--- src/design/pffa_pkg.sv ---
`timescale 1ns / 1ps
// ----------------------------------------------------------------------------
// pffa_pkg
// Shared types, codes and constants of the page frame free list allocator.
// ----------------------------------------------------------------------------
package pffa_pkg;

   localparam int NUM_FRAMES_DEFAULT  = 256;
   localparam int MAX_REQUEST_DEFAULT = 16;

   localparam int OP_W    = 2;
   localparam int REQ_W   = 5;
   localparam int FRAME_W = 8;
   localparam int COUNT_W = 8;
   localparam int FC_W    = 9;

   localparam logic [FC_W-1:0]    FRAME_COUNT_RESET = 9'd256;
   localparam logic [COUNT_W-1:0] COUNT_MAX         = 8'hFF;

   localparam int QUEUE_DEPTH = 2;

   localparam logic [OP_W-1:0] OP_ALLOC   = 2'd0;
   localparam logic [OP_W-1:0] OP_FREE    = 2'd1;
   localparam logic [OP_W-1:0] OP_REBUILD = 2'd2;

   localparam logic [1:0] KIND_ALLOC   = 2'd0;
   localparam logic [1:0] KIND_FREE    = 2'd1;
   localparam logic [1:0] KIND_REBUILD = 2'd2;
   localparam logic [1:0] KIND_NOP     = 2'd3;

   typedef struct packed {
      logic [1:0]         kind;
      logic [REQ_W-1:0]   count;
      logic [FRAME_W-1:0] frame;
      logic               zero_len;
      logic               over_max;
      logic               in_range;
   } cmd_type;

   typedef struct packed {
      logic empty;
      logic full;
   } q_status_type;

endpackage

--- src/design/pffa_front.sv ---
`timescale 1ns / 1ps
// ----------------------------------------------------------------------------
// pffa_front
// Accepts request beats, classifies them and pushes a command into the queue.
// ----------------------------------------------------------------------------
module pffa_front #(
   parameter int NUM_FRAMES  = pffa_pkg::NUM_FRAMES_DEFAULT,
   parameter int MAX_REQUEST = pffa_pkg::MAX_REQUEST_DEFAULT
) (
   input  logic                          start,
   output logic                          busy,
   input  logic [pffa_pkg::OP_W-1:0]     req_opcode,
   input  logic [pffa_pkg::REQ_W-1:0]    req_request_count,
   input  logic [pffa_pkg::FRAME_W-1:0]  req_free_frame,
   input  pffa_pkg::q_status_type        q_status,
   output logic                          push,
   output pffa_pkg::cmd_type             cmd
);

   assign busy = q_status.full;
   assign push = start && !q_status.full;

   always_comb begin
      cmd.count    = req_request_count;
      cmd.frame    = req_free_frame;
      cmd.zero_len = (req_request_count == '0);
      cmd.over_max = (32'(req_request_count) > MAX_REQUEST);
      cmd.in_range = (32'(req_free_frame) < NUM_FRAMES);
      unique case (req_opcode)
         pffa_pkg::OP_ALLOC:   cmd.kind = pffa_pkg::KIND_ALLOC;
         pffa_pkg::OP_FREE:    cmd.kind = pffa_pkg::KIND_FREE;
         pffa_pkg::OP_REBUILD: cmd.kind = pffa_pkg::KIND_REBUILD;
         default:              cmd.kind = pffa_pkg::KIND_NOP;
      endcase
   end

endmodule

--- src/design/pffa_queue.sv ---
`timescale 1ns / 1ps
// ----------------------------------------------------------------------------
// pffa_queue
// Short command queue between the front and the back.
// ----------------------------------------------------------------------------
module pffa_queue (
   input  logic                   clock,
   input  logic                   reset,
   input  logic                   push,
   input  pffa_pkg::cmd_type      push_cmd,
   input  logic                   pop,
   output pffa_pkg::cmd_type      head_cmd,
   output pffa_pkg::q_status_type status
);

   localparam int DEPTH = pffa_pkg::QUEUE_DEPTH;
   localparam int PTR_W = (DEPTH > 1) ? $clog2(DEPTH) : 1;
   localparam int CNT_W = $clog2(DEPTH + 1);

   pffa_pkg::cmd_type slot_ff [DEPTH];
   logic [PTR_W-1:0]  wr_ptr_ff, wr_ptr_in;
   logic [PTR_W-1:0]  rd_ptr_ff, rd_ptr_in;
   logic [CNT_W-1:0]  fill_ff, fill_in;
   logic              do_push, do_pop;

   assign status.empty = (fill_ff == '0);
   assign status.full  = (fill_ff == CNT_W'(DEPTH));
   assign do_push      = push && !status.full;
   assign do_pop       = pop && !status.empty;
   assign head_cmd     = slot_ff[rd_ptr_ff];

   always_comb begin
      wr_ptr_in = wr_ptr_ff;
      rd_ptr_in = rd_ptr_ff;
      fill_in   = fill_ff;
      if (do_push) begin
         wr_ptr_in = (wr_ptr_ff == PTR_W'(DEPTH - 1)) ? '0 : wr_ptr_ff + 1'b1;
      end
      if (do_pop) begin
         rd_ptr_in = (rd_ptr_ff == PTR_W'(DEPTH - 1)) ? '0 : rd_ptr_ff + 1'b1;
      end
      if (do_push && !do_pop) begin
         fill_in = fill_ff + 1'b1;
      end else if (do_pop && !do_push) begin
         fill_in = fill_ff - 1'b1;
      end
   end

   always_ff @(posedge clock) begin
      if (reset) begin
         wr_ptr_ff <= '0;
         rd_ptr_ff <= '0;
         fill_ff   <= '0;
      end else begin
         wr_ptr_ff <= wr_ptr_in;
         rd_ptr_ff <= rd_ptr_in;
         fill_ff   <= fill_in;
      end
   end

   always_ff @(posedge clock) begin
      if (do_push) begin
         slot_ff[wr_ptr_ff] <= push_cmd;
      end
   end

endmodule

--- src/design/pffa_back.sv ---
`timescale 1ns / 1ps
// ----------------------------------------------------------------------------
// pffa_back
// Executes commands: link memory, list head, free count and result beats.
// ----------------------------------------------------------------------------
module pffa_back #(
   parameter int NUM_FRAMES  = pffa_pkg::NUM_FRAMES_DEFAULT
) (
   input  logic                           clock,
   input  logic                           reset,
   input  pffa_pkg::cmd_type              cmd,
   input  pffa_pkg::q_status_type         q_status,
   output logic                           pop,
   input  logic [pffa_pkg::FC_W-1:0]      frame_count,
   output logic                           rsp_strobe,
   output logic                           rsp_status,
   output logic                           rsp_frame_valid,
   output logic [pffa_pkg::FRAME_W-1:0]   rsp_alloc_frame,
   output logic                           rsp_last,
   output logic [pffa_pkg::COUNT_W-1:0]   rsp_frames_free
);

   localparam int LINK_DEPTH = (NUM_FRAMES < 256) ? NUM_FRAMES : 256;
   localparam int ADDR_W     = (LINK_DEPTH > 1) ? $clog2(LINK_DEPTH) : 1;
   localparam int FC_W       = pffa_pkg::FC_W;
   localparam int FRAME_W    = pffa_pkg::FRAME_W;
   localparam int COUNT_W    = pffa_pkg::COUNT_W;
   localparam int REQ_W      = pffa_pkg::REQ_W;

   localparam logic [1:0] ST_IDLE = 2'd0;
   localparam logic [1:0] ST_READ = 2'd1;
   localparam logic [1:0] ST_NEXT = 2'd2;

   logic [1:0]            state_ff, state_in;
   logic [FRAME_W-1:0]    head_ff, head_in;
   logic [COUNT_W-1:0]    total_ff, total_in;
   logic [FC_W-1:0]       span_ff, span_in;
   logic [REQ_W-1:0]      remain_ff, remain_in;
   logic [COUNT_W-1:0]    final_ff, final_in;

   logic [FRAME_W-1:0]    link_mem [LINK_DEPTH];
   logic [LINK_DEPTH-1:0] link_ok_ff;
   logic [FRAME_W-1:0]    rd_data_ff;
   logic                  rd_hit_ff;
   logic [ADDR_W-1:0]     rd_addr_ff;
   logic [ADDR_W-1:0]     head_addr;

   logic                  mem_we;
   logic [ADDR_W-1:0]     mem_waddr;
   logic                  clear_all;

   logic [FC_W-1:0]       eff_count;
   logic [FC_W-1:0]       rd_idx;
   logic [FRAME_W-1:0]    link_dflt;
   logic [FRAME_W-1:0]    link_word;

   logic                  rsp_strobe_ff, rsp_strobe_in;
   logic                  rsp_status_ff, rsp_status_in;
   logic                  rsp_valid_ff, rsp_valid_in;
   logic [FRAME_W-1:0]    rsp_frame_ff, rsp_frame_in;
   logic                  rsp_last_ff, rsp_last_in;
   logic [COUNT_W-1:0]    rsp_free_ff, rsp_free_in;

   assign head_addr = head_ff[ADDR_W-1:0];

   always_comb begin
      if (frame_count < FC_W'(2)) begin
         eff_count = FC_W'(2);
      end else if (frame_count > FC_W'(LINK_DEPTH)) begin
         eff_count = FC_W'(LINK_DEPTH);
      end else begin
         eff_count = frame_count;
      end
   end

   // unwritten entries read as the rebuilt ascending chain
   always_comb begin
      rd_idx = FC_W'(rd_addr_ff);
      if ((rd_idx != '0) && ((rd_idx + 1'b1) < span_ff)) begin
         link_dflt = FRAME_W'(rd_idx + 1'b1);
      end else begin
         link_dflt = '0;
      end
      link_word = rd_hit_ff ? rd_data_ff : link_dflt;
   end

   always_comb begin
      state_in      = state_ff;
      head_in       = head_ff;
      total_in      = total_ff;
      span_in       = span_ff;
      remain_in     = remain_ff;
      final_in      = final_ff;
      pop           = 1'b0;
      mem_we        = 1'b0;
      mem_waddr     = cmd.frame[ADDR_W-1:0];
      clear_all     = 1'b0;
      rsp_strobe_in = 1'b0;
      rsp_status_in = 1'b0;
      rsp_valid_in  = 1'b0;
      rsp_frame_in  = '0;
      rsp_last_in   = 1'b1;
      rsp_free_in   = total_ff;
      unique case (state_ff)
         ST_IDLE: begin
            if (!q_status.empty) begin
               pop = 1'b1;
               unique case (cmd.kind)
                  pffa_pkg::KIND_ALLOC: begin
                     if (cmd.over_max || (COUNT_W'(cmd.count) > total_ff)) begin
                        rsp_strobe_in = 1'b1;
                        rsp_status_in = 1'b1;
                     end else if (cmd.zero_len) begin
                        rsp_strobe_in = 1'b1;
                     end else begin
                        remain_in = cmd.count;
                        final_in  = total_ff - COUNT_W'(cmd.count);
                        state_in  = ST_READ;
                     end
                  end
                  pffa_pkg::KIND_FREE: begin
                     if (cmd.in_range) begin
                        mem_we   = 1'b1;
                        head_in  = cmd.frame;
                        total_in = (total_ff == pffa_pkg::COUNT_MAX) ?
                                   total_ff : total_ff + 1'b1;
                     end
                     rsp_strobe_in = 1'b1;
                     rsp_free_in   = total_in;
                  end
                  pffa_pkg::KIND_REBUILD: begin
                     clear_all     = 1'b1;
                     span_in       = eff_count;
                     head_in       = FRAME_W'(1);
                     total_in      = COUNT_W'(eff_count - 1'b1);
                     rsp_strobe_in = 1'b1;
                     rsp_free_in   = total_in;
                  end
                  default: begin
                     rsp_strobe_in = 1'b1;
                  end
               endcase
            end
         end
         ST_READ: begin
            state_in = ST_NEXT;
         end
         ST_NEXT: begin
            rsp_strobe_in = 1'b1;
            rsp_valid_in  = 1'b1;
            rsp_frame_in  = head_ff;
            rsp_last_in   = (remain_ff == REQ_W'(1));
            rsp_free_in   = final_ff;
            head_in       = link_word;
            total_in      = total_ff - 1'b1;
            remain_in     = remain_ff - 1'b1;
            state_in      = (remain_ff == REQ_W'(1)) ? ST_IDLE : ST_READ;
         end
         default: begin
            state_in = ST_IDLE;
         end
      endcase
   end

   always_ff @(posedge clock) begin
      if (reset) begin
         state_ff      <= ST_IDLE;
         head_ff       <= FRAME_W'(1);
         total_ff      <= COUNT_W'(LINK_DEPTH - 1);
         span_ff       <= FC_W'(LINK_DEPTH);
         remain_ff     <= '0;
         final_ff      <= '0;
         rsp_strobe_ff <= 1'b0;
      end else begin
         state_ff      <= state_in;
         head_ff       <= head_in;
         total_ff      <= total_in;
         span_ff       <= span_in;
         remain_ff     <= remain_in;
         final_ff      <= final_in;
         rsp_strobe_ff <= rsp_strobe_in;
      end
   end

   always_ff @(posedge clock) begin
      rsp_status_ff <= rsp_status_in;
      rsp_valid_ff  <= rsp_valid_in;
      rsp_frame_ff  <= rsp_frame_in;
      rsp_last_ff   <= rsp_last_in;
      rsp_free_ff   <= rsp_free_in;
   end

   always_ff @(posedge clock) begin
      if (reset || clear_all) begin
         link_ok_ff <= '0;
      end else if (mem_we) begin
         link_ok_ff[mem_waddr] <= 1'b1;
      end
   end

   always_ff @(posedge clock) begin
      if (mem_we) begin
         link_mem[mem_waddr] <= head_ff;
      end
      rd_data_ff <= link_mem[head_addr];
      rd_hit_ff  <= link_ok_ff[head_addr];
      rd_addr_ff <= head_addr;
   end

   assign rsp_strobe      = rsp_strobe_ff;
   assign rsp_status      = rsp_status_ff;
   assign rsp_frame_valid = rsp_valid_ff;
   assign rsp_alloc_frame = rsp_frame_ff;
   assign rsp_last        = rsp_last_ff;
   assign rsp_frames_free = rsp_free_ff;

endmodule

--- src/design/page_frame_free_list_allocator.sv ---
`timescale 1ns / 1ps
// ----------------------------------------------------------------------------
// page_frame_free_list_allocator
// Linked free list of page frames with allocate, free and rebuild commands.
// ----------------------------------------------------------------------------
// A request beat is taken when start is high and busy is low; busy rises only
// while the two-entry command queue is full. Results leave as strobed beats on
// the rsp_ ports and cannot be held off. Free, rebuild and the unused opcode
// are handled in the back end's idle state: each is written into the queue,
// popped, and its single result strobe is registered in the back end. An
// allocate of n frames passes from idle through a read and a next state per
// frame, set by one registered link memory read per frame; a rejected or
// zero-length allocate answers from idle with a single beat. Rebuild clears
// per-entry written flags at once, so no clearing pass follows reset or
// rebuild. A frame_count write takes effect at the next rebuild.
// ----------------------------------------------------------------------------
module page_frame_free_list_allocator #(
   parameter int NUM_FRAMES  = pffa_pkg::NUM_FRAMES_DEFAULT,
   parameter int MAX_REQUEST = pffa_pkg::MAX_REQUEST_DEFAULT
) (
   input  logic                          clock,
   input  logic                          reset,
   input  logic                          start,
   output logic                          busy,
   input  logic [pffa_pkg::OP_W-1:0]     req_opcode,
   input  logic [pffa_pkg::REQ_W-1:0]    req_request_count,
   input  logic [pffa_pkg::FRAME_W-1:0]  req_free_frame,
   output logic                          rsp_strobe,
   output logic                          rsp_status,
   output logic                          rsp_frame_valid,
   output logic [pffa_pkg::FRAME_W-1:0]  rsp_alloc_frame,
   output logic                          rsp_last,
   output logic [pffa_pkg::COUNT_W-1:0]  rsp_frames_free,
   input  logic                          csr_wr_en,
   input  logic [pffa_pkg::FC_W-1:0]     csr_wr_data
);

   logic [pffa_pkg::FC_W-1:0] frame_count_ff;
   logic                      push;
   logic                      pop;
   pffa_pkg::cmd_type         push_cmd;
   pffa_pkg::cmd_type         head_cmd;
   pffa_pkg::q_status_type    q_status;

   always_ff @(posedge clock) begin
      if (reset) begin
         frame_count_ff <= pffa_pkg::FRAME_COUNT_RESET;
      end else if (csr_wr_en) begin
         frame_count_ff <= csr_wr_data;
      end
   end

   pffa_front #(
      .NUM_FRAMES  (NUM_FRAMES),
      .MAX_REQUEST (MAX_REQUEST)
   ) u_front (
      .start             (start),
      .busy              (busy),
      .req_opcode        (req_opcode),
      .req_request_count (req_request_count),
      .req_free_frame    (req_free_frame),
      .q_status          (q_status),
      .push              (push),
      .cmd               (push_cmd)
   );

   pffa_queue u_queue (
      .clock    (clock),
      .reset    (reset),
      .push     (push),
      .push_cmd (push_cmd),
      .pop      (pop),
      .head_cmd (head_cmd),
      .status   (q_status)
   );

   pffa_back #(
      .NUM_FRAMES  (NUM_FRAMES)
   ) u_back (
      .clock           (clock),
      .reset           (reset),
      .cmd             (head_cmd),
      .q_status        (q_status),
      .pop             (pop),
      .frame_count     (frame_count_ff),
      .rsp_strobe      (rsp_strobe),
      .rsp_status      (rsp_status),
      .rsp_frame_valid (rsp_frame_valid),
      .rsp_alloc_frame (rsp_alloc_frame),
      .rsp_last        (rsp_last),
      .rsp_frames_free (rsp_frames_free)
   );

`ifndef SYNTHESIS
   a_fail_is_single: assert property (@(posedge clock) disable iff (reset)
      (rsp_strobe && rsp_status) |-> (rsp_last && !rsp_frame_valid))
      else $error("failed allocate must be a single frameless last beat");

   a_burst_spacing: assert property (@(posedge clock) disable iff (reset)
      (rsp_strobe && !rsp_last) |=> !rsp_strobe ##1 rsp_strobe)
      else $error("allocate burst beat missing or early");

   a_burst_count: assert property (@(posedge clock) disable iff (reset)
      (rsp_strobe && !rsp_last) |=> ##1 (rsp_frames_free == $past(rsp_frames_free, 2)))
      else $error("free count changed within an allocate burst");

   a_burst_valid: assert property (@(posedge clock) disable iff (reset)
      (rsp_strobe && !rsp_last) |-> (rsp_frame_valid && !rsp_status))
      else $error("non-final beat without a frame");
`endif

endmodule

--- config.mk ---
export PLATFORM = sky130hd
export DESIGN_NAME = page_frame_free_list_allocator
export DESIGN_NICKNAME = d
export VERILOG_FILES = /design/src/design/pffa_pkg.sv /design/src/design/pffa_front.sv /design/src/design/pffa_queue.sv /design/src/design/pffa_back.sv /design/src/design/page_frame_free_list_allocator.sv
export SDC_FILE = /design/constraint.sdc
export NUM_CORES = 2
export LEC_CHECK = 0
export BUFFER_PORTS_ARGS = -buffer_cell sky130_fd_sc_hd__buf_2
export CORE_MARGIN = 5
export CORE_UTILIZATION = 40
export DETAILED_ROUTE_END_ITERATION = 12
export SLEW_MARGIN = 20
export SYNTH_ARGS = -nofsm -noshare
export SYNTH_HDL_FRONTEND = slang
export SYNTH_SLANG_ARGS = --single-unit
--- constraint.sdc ---
create_clock -name clock -period 16.44 [get_ports clock]
set_input_delay 2.466 -clock clock [delete_from_list [all_inputs] [get_ports clock]]
set_output_delay 2.466 -clock clock [all_outputs]
set_load 0.005 [all_outputs]
==> summary.txt <==
Synth
  – Number of synthesized flops with an enable pin: about 2100
  – Sequential share of the synthesized area: around three quarters
  – Synth top area cells: edfxtp_1 (66%), mux4_2 (10%), dfxtp_1 (7.4%), mux2i_1 (3.5%), o21a_1 (2.1%)
  – Primary FF master, synth: edfxtp_1
  – Syn avg cell area: 18.1 um^2
  – Yosys top cell area share: approximately 66%
  – Post-synth top area cell: edfxtp_1
  – Cells after Synth: 5200
  – Synth unique cells: 73
  – Yosys warning total: 0
  – Syn_nets: about 5300
  – Synthesized cell area: between 90000 and 100000 um^2
  – Flops & latches, synth: ~2400
  – Ys async rst share: 0%

Critical path
  – Worst path max stage delay: 890 ps
  – Worst path cell trace: buf_12 -> buf_4 -> buf_4 -> buf_4 -> mux4_2 -> a32o_1 -> a311oi_1 -> nand4_1 -> nand3_1 -> nor4_1
  – Crit-path slowest cell: buf_4
  – Arrival time of the worst setup path: between 6000 and 7000 ps
  – CP Data Required Time: about 17000 ps
  – Setup crit end kind: register
  – Critical path class: reg -> reg
  – Max FO, Critical Path: 135
  – Startpoint types: register
  – Crit path buffers/inverters: 4
  – Cell seen most often among critical-path stages: buf_4
  – Delay-heaviest family, CP: buffers and inverters

Place
  – Placer Congestion: roughly 0.83
  – Port Buf Inserts: 48
  – DP HPWL: 144000 um

Layout
  – P&R area growth vs syn: 12.6%
  – Layout cells sized above 1: roughly a fifth
  – NumNets Final: 5339
  – Final core occ: around 45%

Clocking
  – CTS Hold Buffers Added: 0
  – CTS tree: yes
  – H-tree depth: 4
  – Resized Gates After CTS: 0
  – Root Buffer: clkbuf_16
  – Post-CTS setup buffers: 0
  – Clk buf depth: 3
  – Clock-pin slew on the worst setup and hold paths: about 60 ps
  – Clk sinks: between 2000 and 2500
  – Clock latency on the worst-skew pair: about 870 ps
  – CTS buffer count: 241

Floorplanning
  – Die width: slightly below 500 um
  – Height of the die: approximately 500 um
  – Site row count: around 180
  – # IOs: 49
  – Core Region: 235000 um^2
  – Die area: about 250000 um^2
  – Initial Util: roughly two fifths

Power and ir drop
  – Worst VDD drop: roughly 0.13 mV
  – Lkg Pwr: 33.4 nW
  – Power Dens Cells: between 150 and 200 nW/um^2

Timing
  – Worst Max-Slew Pin Slew: about 1100 ps
  – RSZ-0062 raised after global routing: false
  – Final Skew: between 50 and 60 ps
  – Total negative slack: 0 ps
  – Worst slew margin: a little under a quarter
  – Hold Vio Cnt, Final: 0
  – Min cycle time layout: a little under 6000 ps
  – Setup-failing EPs final: 0
  – Slew Viols, Final: 0
  – Final Cycle Share: 35.2%
  – Max Fclk: roughly 170 MHz

Drt
  – TritonRoute pass-1 iters: 8
  – # DRC: 0
  – Vias: ~49000
  – Sum of routed wire length over all layers: roughly 240000 um
  – Antenna viol nets, final: 0
  – Drt wl/cell: about 27 um
  – Iter 0 DRT Violations: between 5000 and 6000
  – Post-DR vias/cell: 5.70

Global route
  – Largest net degree at the start of global routing: approximately 200
  – Aggregate global-route resource usage: roughly a fifth
  – Gr ovfl total: 0
  – Initial antenna violation count: 10
  – Number of global-route vias before repair: approximately 49000
  – First-pass GRT wire length: ~350000 um

Min path
  – HP Class: reg -> reg

Run status
  – Outcome: finished clean

Run
  – Max_cap viols: 0
[through the flow]
step	std cells	cell area, um^2	total power [mW]	hold WS (ps)	setup WS [ps]
final	8657	106000	17.7	448	10660
after global routing	8656	106000	18.3	466	10410
after CTS	8654	106000	17.8	444	10610
after detailed placement	8193	98000	12.2	436	10630
after global placement	8191	97900	12.1	439	10670
after floorplan	5200	94300	10.7	416	10620
[cells by family (layout without fill, tap and decap cells)]
| group | count (synthesis) | in the layout | synth area share (%) |
|---|---|---|---|
| buf+inv | 353 | 657 | 1.83 |
| other cells | 0 | 3 | 0 |
| fa+ha+maj | 25 | 25 | 0.340 |
| flops | 2429 | 2429 | 73.7 |
| mux | 798 | 798 | 14.2 |
| simple gates | 755 | 755 | 3.60 |
| compound gates | 819 | 819 | 6.14 |
| xor+xnor | 21 | 21 | 0.195 |
[where the power goes]
part / switching [mW] / internal (mW) / total [mW] / leakage (nW)
combinational: 2.92 / 1.51 / 4.43 / 7.56
clock: 2.36 / 3.24 / 5.60 / 4.01
sequential: 0.183 / 7.44 / 7.62 / 21.9
total: 5.46 / 12.2 / 17.7 / 33.4
[layout by cell type (no fill, tap or decap), types with 12 or more instances in the layout]
cell,n
clkbuf_16,247
inv_1,42
clkbuf_1,58
o21ai_0,52
ha_1,24
nand4_1,12
a22oi_1,190
o221ai_1,15
edfxtp_1,2082
mux2_2,43
a31oi_1,21
mux2i_1,326
bufinv_16,20
o211ai_1,32
o22ai_1,41
clkinv_2,51
a21oi_1,100
buf_2,48
clkbuf_8,37
buf_4,97
nor2b_1,23
o21a_1,260
nor4_1,24
nor3_1,20
clkinv_1,28
and3_1,21
dfxtp_1,339
nor2_1,358
mux4_2,429
nand2_1,139
a211oi_1,27
nand3_1,75
[state kept, by name (all words and copies together) (netlist names), 2 cells and up, named ones only]
register,count
u_back.total_ff,8
u_back.span_ff,9
u_back.state_ff,2
u_back.rsp_frames_free,8
frame_count_ff,9
u_queue.slot_ff,34
u_back.link_ok_ff,256
u_back.link_mem,2048
u_back.head_addr,8
u_back.rd_addr_ff,8
u_back.remain_ff,5
u_queue.fill_ff,2
u_back.rd_data_ff,8
u_back.rsp_alloc_frame,8
u_back.final_ff,8
[worst min-delay path: stages (launching register included)]
cell and delay [ps]:
dfxtp_1 310, nand2_1 50, nand2_1 40
[synth_stat cells, types with 8 or more instances]
library cell / count
nand2b_1: 8
buf_2: 90
ha_1: 24
a21o_1: 9
a32oi_1: 8
dfxtp_1: 347
nand4_1: 12
a2111oi_0: 10
clkbuf_1: 133
inv_1: 43
nor4_1: 31
or3_1: 11
a311oi_1: 8
a22oi_1: 190
nand2_1: 144
a21oi_1: 101
nor3_1: 22
mux2i_1: 326
nor2_1: 367
edfxtp_1: 2082
o22ai_1: 41
and3_1: 21
mux4_2: 429
buf_4: 69
o211ai_1: 32
mux2_2: 43
o221ai_1: 15
o21ai_0: 52
xor2_1: 10
a211oi_1: 27
xnor2_1: 11
a31oi_1: 21
nor2b_1: 29
o21a_1: 260
nand3_1: 75
a22o_1: 8
buf_1: 14
[worst paths after layout]
path / start / to / slack (ps) / cells after the start
worst max-delay path: u_back.head_addr[1] / u_back.rd_data_ff[5] / 10660 / 10
worst min-delay path: u_back.final_ff[0] / u_back.rsp_frames_free[0] / 450 / 2
worst min register to register: u_back.final_ff[0] / u_back.rsp_frames_free[0] / 450 / 2
worst max register to register: u_back.head_addr[1] / u_back.rd_data_ff[5] / 10660 / 10
[area by class of cell]
class / count / area, um^2
fillers: 19976 / 129000
flip-flops and latches: 2429 / 69500
inverters: 43 / 161
diodes: 3 / 7.51
clock buffers: 342 / 6910
clock inverters: 119 / 1270
well taps: 3150 / 3940
repair buffers: 153 / 1130
multi-input cells: 2418 / 23300
[routing by layer]
metal | global-route usage, % | up-vias | wire [um]
li1 | - | 21120 | -
met1 | 27.7 | 25951 | 103000
met2 | 29.4 | 1870 | 110000
met3 | 3.40 | 370 | 17200
met4 | 5.97 | 2 | 7390
met5 | 0 | - | 244
Power figures use the tool's default switching activity.
